### src/design/lzwgc_pkg.sv
`timescale 1ns / 1ps
// ----------------------------------------------------------------------------
// lzwgc_pkg: shared types and constants of the greedy LZ window compressor
// Word formats, configuration register indexes, token sizes, sequencer states.
// ----------------------------------------------------------------------------
package lzwgc_pkg;

  // input word: one uncompressed byte
  typedef struct packed {
    logic [7:0] data_byte;
    logic       end_of_block;
  } in_word_t;

  // output word: one token
  typedef struct packed {
    logic [1:0] token_byte_count;
    logic [7:0] first_byte;
    logic [7:0] second_byte;
    logic [7:0] third_byte;
    logic       block_done;
  } out_word_t;

  // configuration register indexes
  localparam logic CFG_MARKER_BYTE = 1'b0;
  localparam logic CFG_MIN_MATCH   = 1'b1;

  // token sizes
  localparam logic [1:0] TOK_LITERAL = 2'd1;
  localparam logic [1:0] TOK_ESCAPE  = 2'd2;
  localparam logic [1:0] TOK_MATCH   = 2'd3;

  localparam logic [7:0] ESCAPE_CODE = 8'h00;
  localparam logic [7:0] MARKER_RESET = 8'd255;
  localparam logic [6:0] MIN_MATCH_RESET = 7'd3;

  // sequencer states, one-hot
  typedef enum logic [9:0] {
    ST_IDLE      = 10'b00_0000_0001,
    ST_CHECK     = 10'b00_0000_0010,
    ST_SCAN_RD   = 10'b00_0000_0100,
    ST_SCAN_CMP  = 10'b00_0000_1000,
    ST_NEXT      = 10'b00_0001_0000,
    ST_DECIDE    = 10'b00_0010_0000,
    ST_TOK       = 10'b00_0100_0000,
    ST_EMIT      = 10'b00_1000_0000,
    ST_COMMIT_RD = 10'b01_0000_0000,
    ST_COMMIT_WR = 10'b10_0000_0000
  } state_t;

endpackage

### src/design/lz_window_greedy_compressor_unit.sv
`timescale 1ns / 1ps
// ----------------------------------------------------------------------------
// lz_window_greedy_compressor_unit: greedy LZ77 byte compressor
// Byte in, token out (literal, escaped marker, or marker/offset/length).
// ----------------------------------------------------------------------------
//  channel | ports                        | word
//  in      | in_valid, in_stall, in_word  | data byte, end of block flag
//  out     | out_valid, out_stall, out_word | one token of 1..3 bytes
//  cfg     | cfg_we, cfg_index, cfg_wdata | marker byte, min match length
//
// One byte is taken per pass; in_stall stays high while tokens are coded.
// Coding a token walks every window offset through one shared byte comparator,
// reading and comparing one byte at a time until a mismatch or the length limit;
// the token is then set up and emitted, and each consumed byte is moved into
// history by a read step and a write step; the history RAM read port sets the pace.
// rst_n is synchronous; history and lookahead RAMs are not cleared.
// A token waits in the output register while out_stall is high.
// ----------------------------------------------------------------------------
module lz_window_greedy_compressor_unit #(
  parameter int WINDOW_BYTES    = 255,
  parameter int MAX_MATCH_BYTES = 32
) (
  input  logic                 clk,
  input  logic                 rst_n,
  input  logic                 in_valid,
  output logic                 in_stall,
  input  lzwgc_pkg::in_word_t  in_word,
  output logic                 out_valid,
  input  logic                 out_stall,
  output lzwgc_pkg::out_word_t out_word,
  input  logic                 cfg_we,
  input  logic                 cfg_index,
  input  logic [7:0]           cfg_wdata
);

  localparam int CNT_W = $clog2(MAX_MATCH_BYTES + 1);
  localparam int LA_AW = (MAX_MATCH_BYTES > 1) ? $clog2(MAX_MATCH_BYTES) : 1;
  localparam int LA_DEPTH = 2 ** LA_AW;
  localparam logic [CNT_W-1:0] CNT_FULL = CNT_W'(MAX_MATCH_BYTES);
  localparam logic [7:0] FILL_MAX = 8'(WINDOW_BYTES);

  lzwgc_pkg::state_t state_r, state_nxt;

  logic [7:0]       marker_r, marker_nxt;
  logic [6:0]       min_match_r, min_match_nxt;
  logic [7:0]       wp_r, wp_nxt;
  logic [7:0]       fill_r, fill_nxt;
  logic [LA_AW-1:0] head_r, head_nxt;
  logic [CNT_W-1:0] cnt_r, cnt_nxt;
  logic             last_r, last_nxt;
  logic [7:0]       d_r, d_nxt;
  logic [CNT_W-1:0] len_r, len_nxt;
  logic [CNT_W-1:0] best_len_r, best_len_nxt;
  logic [7:0]       best_off_r, best_off_nxt;
  logic [CNT_W-1:0] n_r, n_nxt;
  lzwgc_pkg::out_word_t tok_r, tok_nxt;
  lzwgc_pkg::out_word_t out_r, out_nxt;
  logic             out_valid_r, out_valid_nxt;

  logic             hist_we;
  logic [7:0]       hist_raddr;
  logic [7:0]       hist_q;
  logic             la_we;
  logic [LA_AW-1:0] la_waddr;
  logic [LA_AW-1:0] la_raddr;
  logic [7:0]       la_q;
  logic [7:0]       lim;
  logic [7:0]       min_eff;

  // history window and lookahead storage
  lzwgc_ram #(.WIDTH(8), .DEPTH(256)) u_hist (
    .clk  (clk),
    .we   (hist_we),
    .waddr(wp_r),
    .wdata(la_q),
    .raddr(hist_raddr),
    .rdata(hist_q)
  );

  lzwgc_ram #(.WIDTH(8), .DEPTH(LA_DEPTH)) u_look (
    .clk  (clk),
    .we   (la_we),
    .waddr(la_waddr),
    .wdata(in_word.data_byte),
    .raddr(la_raddr),
    .rdata(la_q)
  );

  // match length limit: offset distance or bytes queued
  assign lim = (d_r < 8'(cnt_r)) ? d_r : 8'(cnt_r);
  assign min_eff = (min_match_r == 7'd0) ? 8'd1 : {1'b0, min_match_r};

  assign hist_raddr = wp_r - d_r + 8'(len_r);
  assign la_waddr   = head_r + LA_AW'(cnt_r);
  assign la_raddr   = (state_r == lzwgc_pkg::ST_SCAN_RD) ? head_r + LA_AW'(len_r) : head_r;
  assign la_we      = (state_r == lzwgc_pkg::ST_IDLE) && in_valid && (cnt_r < CNT_FULL);
  assign hist_we    = (state_r == lzwgc_pkg::ST_COMMIT_WR);

  assign in_stall  = (state_r != lzwgc_pkg::ST_IDLE);
  assign out_valid = out_valid_r;
  assign out_word  = out_r;

  // sequencer
  always_comb begin
    state_nxt     = state_r;
    marker_nxt    = marker_r;
    min_match_nxt = min_match_r;
    wp_nxt        = wp_r;
    fill_nxt      = fill_r;
    head_nxt      = head_r;
    cnt_nxt       = cnt_r;
    last_nxt      = last_r;
    d_nxt         = d_r;
    len_nxt       = len_r;
    best_len_nxt  = best_len_r;
    best_off_nxt  = best_off_r;
    n_nxt         = n_r;
    tok_nxt       = tok_r;
    out_nxt       = out_r;
    out_valid_nxt = out_valid_r && out_stall;

    if (cfg_we) begin
      if (cfg_index == lzwgc_pkg::CFG_MARKER_BYTE) begin
        marker_nxt = cfg_wdata;
      end else begin
        min_match_nxt = cfg_wdata[6:0];
      end
    end

    unique case (state_r)
      lzwgc_pkg::ST_IDLE: begin
        if (in_valid) begin
          if (cnt_r < CNT_FULL) cnt_nxt = cnt_r + 1'b1;
          last_nxt  = in_word.end_of_block;
          state_nxt = lzwgc_pkg::ST_CHECK;
        end
      end
      lzwgc_pkg::ST_CHECK: begin
        // start a token on full lookahead, or flush at block end
        if ((last_r && cnt_r != '0) || (!last_r && cnt_r == CNT_FULL)) begin
          best_len_nxt = '0;
          best_off_nxt = '0;
          len_nxt      = '0;
          d_nxt        = fill_r;
          state_nxt    = (fill_r == 8'd0) ? lzwgc_pkg::ST_DECIDE : lzwgc_pkg::ST_SCAN_RD;
        end else begin
          if (last_r) fill_nxt = 8'd0;
          state_nxt = lzwgc_pkg::ST_IDLE;
        end
      end
      lzwgc_pkg::ST_SCAN_RD: begin
        state_nxt = (8'(len_r) < lim) ? lzwgc_pkg::ST_SCAN_CMP : lzwgc_pkg::ST_NEXT;
      end
      lzwgc_pkg::ST_SCAN_CMP: begin
        if (hist_q == la_q) begin
          len_nxt   = len_r + 1'b1;
          state_nxt = lzwgc_pkg::ST_SCAN_RD;
        end else begin
          state_nxt = lzwgc_pkg::ST_NEXT;
        end
      end
      lzwgc_pkg::ST_NEXT: begin
        // strictly longer wins, so the larger offset keeps ties
        if (len_r > best_len_r) begin
          best_len_nxt = len_r;
          best_off_nxt = d_r;
        end
        d_nxt     = d_r - 8'd1;
        len_nxt   = '0;
        state_nxt = (d_r == 8'd1) ? lzwgc_pkg::ST_DECIDE : lzwgc_pkg::ST_SCAN_RD;
      end
      lzwgc_pkg::ST_DECIDE: begin
        state_nxt = lzwgc_pkg::ST_TOK;
      end
      lzwgc_pkg::ST_TOK: begin
        // la_q holds the front lookahead byte
        if (8'(best_len_r) >= min_eff) begin
          tok_nxt.token_byte_count = lzwgc_pkg::TOK_MATCH;
          tok_nxt.first_byte       = marker_r;
          tok_nxt.second_byte      = best_off_r;
          tok_nxt.third_byte       = 8'(best_len_r);
          n_nxt                    = best_len_r;
        end else begin
          tok_nxt.token_byte_count = (la_q == marker_r) ? lzwgc_pkg::TOK_ESCAPE
                                                        : lzwgc_pkg::TOK_LITERAL;
          tok_nxt.first_byte       = la_q;
          tok_nxt.second_byte      = lzwgc_pkg::ESCAPE_CODE;
          tok_nxt.third_byte       = 8'd0;
          n_nxt                    = CNT_W'(1);
        end
        tok_nxt.block_done = last_r && (cnt_r == n_nxt);
        state_nxt = lzwgc_pkg::ST_EMIT;
      end
      lzwgc_pkg::ST_EMIT: begin
        if (!out_valid_r || !out_stall) begin
          out_nxt       = tok_r;
          out_valid_nxt = 1'b1;
          state_nxt     = lzwgc_pkg::ST_COMMIT_RD;
        end
      end
      lzwgc_pkg::ST_COMMIT_RD: begin
        state_nxt = lzwgc_pkg::ST_COMMIT_WR;
      end
      lzwgc_pkg::ST_COMMIT_WR: begin
        // move one coded byte into history
        wp_nxt   = wp_r + 8'd1;
        if (fill_r < FILL_MAX) fill_nxt = fill_r + 8'd1;
        head_nxt = head_r + 1'b1;
        cnt_nxt  = cnt_r - 1'b1;
        n_nxt    = n_r - 1'b1;
        state_nxt = (n_r == CNT_W'(1)) ? lzwgc_pkg::ST_CHECK : lzwgc_pkg::ST_COMMIT_RD;
      end
      default: state_nxt = lzwgc_pkg::ST_IDLE;
    endcase
  end

  always_ff @(posedge clk) begin
    if (!rst_n) begin
      state_r     <= lzwgc_pkg::ST_IDLE;
      marker_r    <= lzwgc_pkg::MARKER_RESET;
      min_match_r <= lzwgc_pkg::MIN_MATCH_RESET;
      wp_r        <= 8'd0;
      fill_r      <= 8'd0;
      head_r      <= '0;
      cnt_r       <= '0;
      last_r      <= 1'b0;
      out_valid_r <= 1'b0;
    end else begin
      state_r     <= state_nxt;
      marker_r    <= marker_nxt;
      min_match_r <= min_match_nxt;
      wp_r        <= wp_nxt;
      fill_r      <= fill_nxt;
      head_r      <= head_nxt;
      cnt_r       <= cnt_nxt;
      last_r      <= last_nxt;
      out_valid_r <= out_valid_nxt;
    end
    d_r        <= d_nxt;
    len_r      <= len_nxt;
    best_len_r <= best_len_nxt;
    best_off_r <= best_off_nxt;
    n_r        <= n_nxt;
    tok_r      <= tok_nxt;
    out_r      <= out_nxt;
  end

  // checks
  a_cnt_bound: assert property (@(posedge clk) disable iff (!rst_n)
    cnt_r <= CNT_FULL)
    else $error("lookahead count above capacity");

  a_fill_bound: assert property (@(posedge clk) disable iff (!rst_n)
    fill_r <= FILL_MAX)
    else $error("history fill above window");

  a_tok_size: assert property (@(posedge clk) disable iff (!rst_n)
    out_valid_r |-> out_r.token_byte_count != 2'd0)
    else $error("empty token presented");

  a_match_off: assert property (@(posedge clk) disable iff (!rst_n)
    (out_valid_r && out_r.token_byte_count == lzwgc_pkg::TOK_MATCH)
      |-> (out_r.second_byte != 8'd0 && out_r.third_byte != 8'd0))
    else $error("match token with zero offset or length");

  a_commit_room: assert property (@(posedge clk) disable iff (!rst_n)
    (state_r == lzwgc_pkg::ST_COMMIT_WR) |-> (cnt_r != '0 && n_r != '0))
    else $error("commit with nothing queued");

endmodule

### src/design/lzwgc_ram.sv
`timescale 1ns / 1ps
// ----------------------------------------------------------------------------
// lzwgc_ram: generic simple dual-port RAM
// One write port, one read port with registered read data.
// ----------------------------------------------------------------------------
module lzwgc_ram #(
  parameter int WIDTH = 8,
  parameter int DEPTH = 256
) (
  input  logic                     clk,
  input  logic                     we,
  input  logic [$clog2(DEPTH)-1:0] waddr,
  input  logic [WIDTH-1:0]         wdata,
  input  logic [$clog2(DEPTH)-1:0] raddr,
  output logic [WIDTH-1:0]         rdata
);

  logic [WIDTH-1:0] mem [DEPTH];
  logic [WIDTH-1:0] rdata_r;

  always_ff @(posedge clk) begin
    if (we) begin
      mem[waddr] <= wdata;
    end
    rdata_r <= mem[raddr];
  end

  assign rdata = rdata_r;

endmodule

### config.mk
export PLATFORM = sky130hd
export DESIGN_NAME = lz_window_greedy_compressor_unit
export DESIGN_NICKNAME = d
export VERILOG_FILES = /design/src/design/lzwgc_pkg.sv /design/src/design/lz_window_greedy_compressor_unit.sv /design/src/design/lzwgc_ram.sv
export SDC_FILE = /design/constraint.sdc
export NUM_CORES = 2
export LEC_CHECK = 0
export ABC_AREA = 1
export CORE_MARGIN = 2
export CORE_UTILIZATION = 60
export DETAILED_ROUTE_END_ITERATION = 10
export DONT_BUFFER_PORTS = 1
export HOLD_SLACK_MARGIN = 0.02
export PLACE_DENSITY = 0.74
export SETUP_SLACK_MARGIN = 0.4
export SLEW_MARGIN = 10
export SYNTH_ARGS = -nofsm -noshare
export SYNTH_HDL_FRONTEND = slang
export SYNTH_HIERARCHICAL = 1
export SYNTH_SLANG_ARGS = --single-unit
### constraint.sdc
create_clock -name clk -period 5.8 [get_ports clk]
set_input_delay 1.16 -clock clk [delete_from_list [all_inputs] [get_ports clk]]
set_output_delay 1.16 -clock clk [all_outputs]
set_load 0.005 [all_outputs]
==> summary.md <==
| Metric | Value |
|---|---|
| Status | `finished clean` |
| GRT met1 Usage | `43.01%` |
| Reg2Reg Depth | `14` |
| Largest net degree at the start of global routing | `179` |
| Global route total overflow | `0` |
| Layout area overhead | `8.618%` |
| Die height | `415.8 um` |
| Setup Viol. Count Final | `0` |
| Initial Util | `60.25%` |
| Worst hold stages | `0` |
| Synth Area in Simple Gates | `22.62%` |
| Hold buffer count at cts | `0` |
| Commonest non-fill, non-tap cell in the layout | `nand2_1` |
| CP startpoint kind | `flop` |
| Main combinational cell family by area after synthesis | `simple AND/OR/NAND/NOR gates` |
| Synth Flop Type | `edfxtp_1` |
| Final instance area | `110500 um^2` |
| Worst path depth | `14` |
| Boundary Pins | `52` |
| Vias in the first global route | `64530` |
| Final Skew | `0.06224 ns` |
| WP data required | `6.62 ns` |
| Mapped Area | `101800 um^2` |
| Power Density | `386.7 nW/um^2` |
| CTS tree | `done` |
| Routed Antenna Nets | `0` |
| Seq pwr share | `47.5%` |
| Area of the die | `172900 um^2` |
| Post-synthesis mux area share | `0%` |
| Register area share after synthesis | `71.84%` |
| Slowest CP cell | `buf_4` |
| DRT iter0 DRCs | `10650` |
| Hold Violations, Final | `0` |
| Placed cell areas | `103000 um^2` |
| First-pass GRT wire length | `398.1 mm` |
| CP bufs+invs | `3` |
| Met2 usage | `46.10%` |
| Worst hold path type | `in -> reg` |
| Proportion of layout cells with a drive suffix above 1 | `5.550%` |
| Number of buffers added on ports | `0` |
| TritonRoute pass-1 iters | `6` |
| Most frequent CP cell | `nand3_1` |
| Commonest cells after routing, fill and taps aside | `2644 x nand2_1, 2388 x edfxtp_1, 2250 x nand3_1, 372 x nor2_1, 237 x clkbuf_16` |
| CTS root buffer | `clkbuf_16` |
| Routed wire length | `265.6 mm` |
| Clock share of power | `34.8%` |
| Crit Path Category | `reg -> reg` |
| P_leak | `38.86 nW` |
| Core box area | `168900 um^2` |
| CTS clk-pin slew, worst paths | `0.06 ns` |
| # resized after CTS | `0` |
| Max-Cap Viols | `0` |
| Max Slew Vio Count | `0` |
| EDFF count, synth | `2388` |
| Period utilisation layout | `86.92%` |
| F_max | `0.1983 GHz` |
| RSZ-0062 raised after global routing | `false` |
| CP top delay family | `buffers and inverters` |
| Sum of negative setup slack | `0 ns` |
| Worst skew pair latency | `0.91 ns` |
| Syn Inst Count | `8766` |
| Max IR drop VDD | `0.3716 mV` |
| Post-synthesis area per instance | `11.61 um^2` |
| Fraction of the mapped netlist area in compound gates | `0.7525%` |
| Slowest Stage Delay on Critical Path | `0.77 ns` |
| Pint | `30.26 mW` |
| Worst-margin pin slew | `1.351 ns` |
| Fin util | `65.44%` |
| Crit path max fanout | `64` |
| Logic pwr share | `17.8%` |
| Clock buffer depth | `3` |
| CP cell instances | `inv_1, fa_1, fa_1, xnor2_2, buf_4, buf_4, nand3_1, nand3_1, nand3_1, nand3_1, nand3_1, nand2_1, nand2_1, nand2_1` |
| Clk sinks | `2458` |
| Worst Setup End Kind | `flop` |
| RD Place Congestion | `0.9216` |
| Post-synth cell types | `52` |
| FP Rows | `151` |
| Via/cell ratio | `6.233` |
| Yosys reg bits | `2458` |
| Ys Warns | `6` |
| Post-CTS Setup Bufs | `0` |
| Rel. slew slack | `9.961%` |
| DR WL/cell | `24.16 um` |
| Met3 Use GR | `6.662%` |
| Die X | `415.8 um` |
| Num CTS Buffers | `236` |
| Critical Path AT | `5.86 ns` |
| Via count | `68540` |
| CTS H-tree depth | `4` |
| Drt drc | `0` |
| Top Usage Layer GRT | `met2` |
| Fill count | `12260` |
| Minimum clock period | `5.042 ns` |
| Switching Fraction | `29.20%` |
| Post-synthesis adder-cell area fraction | `0.8164%` |
| # nets final | `8656` |
| Antenna violations before repair | `8` |
| Synth Area in XOR/XNOR | `0.3787%` |
| DP HPWL | `152.5 mm` |
| Asr flop ratio synth | `0%` |
| Gr usage total | `30.37%` |
| NetSw | `12.48 mW` |
-- routing by layer --
layer	vias up	part of all wire, %
li1	30480	-
met1	33210	38
met2	4203	46
met3	628	12
met4	18	4.1
met5	-	0.040
-- logic make-up (layout without fill, tap and decap cells) --
kind of cell               count (synthesis)  in the layout
AOI/OAI and AO/OA                        135            135
xor gates and xnor gates                  44             44
adders and majority gates                 61             61
buffers and inverters                    739            746
DFF                                     2458           2458
other                                      1              6
and+or+nand+nor                         5328           5328
-- path summary, 6_finish.rpt --
| path | start | end | slack (ns) |
|---|---|---|---|
| setup / recovery | len_r[1] | u_hist/rdata[5] | 0.76 |
| hold / removal | in_word[4] | u_look/mem[16][3] | 0.36 |
| setup reg to reg | len_r[1] | u_hist/rdata[5] | 0.76 |
| hold reg to reg | tok_r[3] | out_word[3] | 0.38 |
-- cell usage after synthesis (all sizes together), types with 2 or more instances --
master   count  area, um^2
fa           9       180.2
edfxtp    2388       71710
xnor2       17       148.9
or2          2       12.51
o21ai       53       269.0
o2111ai      2       17.52
clkbuf     131       491.7
nor4        11       83.83
nand2     2648        9955
inv        187       704.4
o22ai        4       25.02
nand3     2252       11290
a21o         2       15.01
a21oi       54       285.3
ha          52       650.6
buf        420        2449
nor3        18       111.4
a211oi       7       52.55
nor2       379        1448
xor2        27       236.5
o211ai       4       30.03
o21a         4       30.03
nor3b        5       37.54
nand4       12       75.07
dfxtp       70        1401
-- power by group through the flow --
stage / Combinational (mW) / Sequential [mW] / Clock, mW
2_1_floorplan: 4.35 / 21.0 / 0
5_1_grt: 8.08 / 20.3 / 15.7
3_3_place_gp: 7.26 / 20.7 / 0
4_1_cts: 7.38 / 20.3 / 15.0
6_report: 7.59 / 20.3 / 14.9
3_5_place_dp: 7.35 / 20.7 / 0
-- area by class of cell --
cell class / instances / area [um^2] / area share [%]
antenna: 4 / 10.01 / 0.009056
clock buffer: 311 / 6259 / 5.662
clock inverter: 129 / 1232 / 1.115
inverter: 188 / 748.2 / 0.6769
multi-input combinational: 5570 / 25130 / 22.74
sequential: 2458 / 73140 / 66.17
tap: 2218 / 2775 / 2.511
timing repair buffer: 118 / 1236 / 1.118
-- state kept, by name, summed over array words and instances, names as in the netlist, 7 cells and up --
| signal | count |
|---|---|
| u_hist/mem | 2048 |
| u_look/mem | 256 |
| out_word | 25 |
| tok_r | 25 |
| state_r | 10 |
| best_off_r | 8 |
| d_r | 8 |
| fill_r | 8 |
| marker_r | 8 |
| u_hist/rdata | 8 |
| u_look/rdata | 8 |
| wp_r | 8 |
| min_match_r | 7 |
-- per-stage QoR --
| stage | total power [mW] | hold WS (ns) | std cells | setup slack (ns) |
|---|---|---|---|---|
| 6_report | 42.74 | 0.3625 | 11000 | 0.7584 |
| 3_5_place_dp | 28.02 | 0.4045 | 10550 | 0.9930 |
| 5_1_grt | 44.06 | 0.3329 | 10990 | 0.6541 |
| 2_1_floorplan | 25.38 | 0.4003 | 8767 | 0.5793 |
| 3_3_place_gp | 27.92 | 0.4013 | 10550 | 1.027 |
| 4_1_cts | 42.65 | 0.3079 | 10990 | 1.009 |
(Power assumes the default switching activity.)
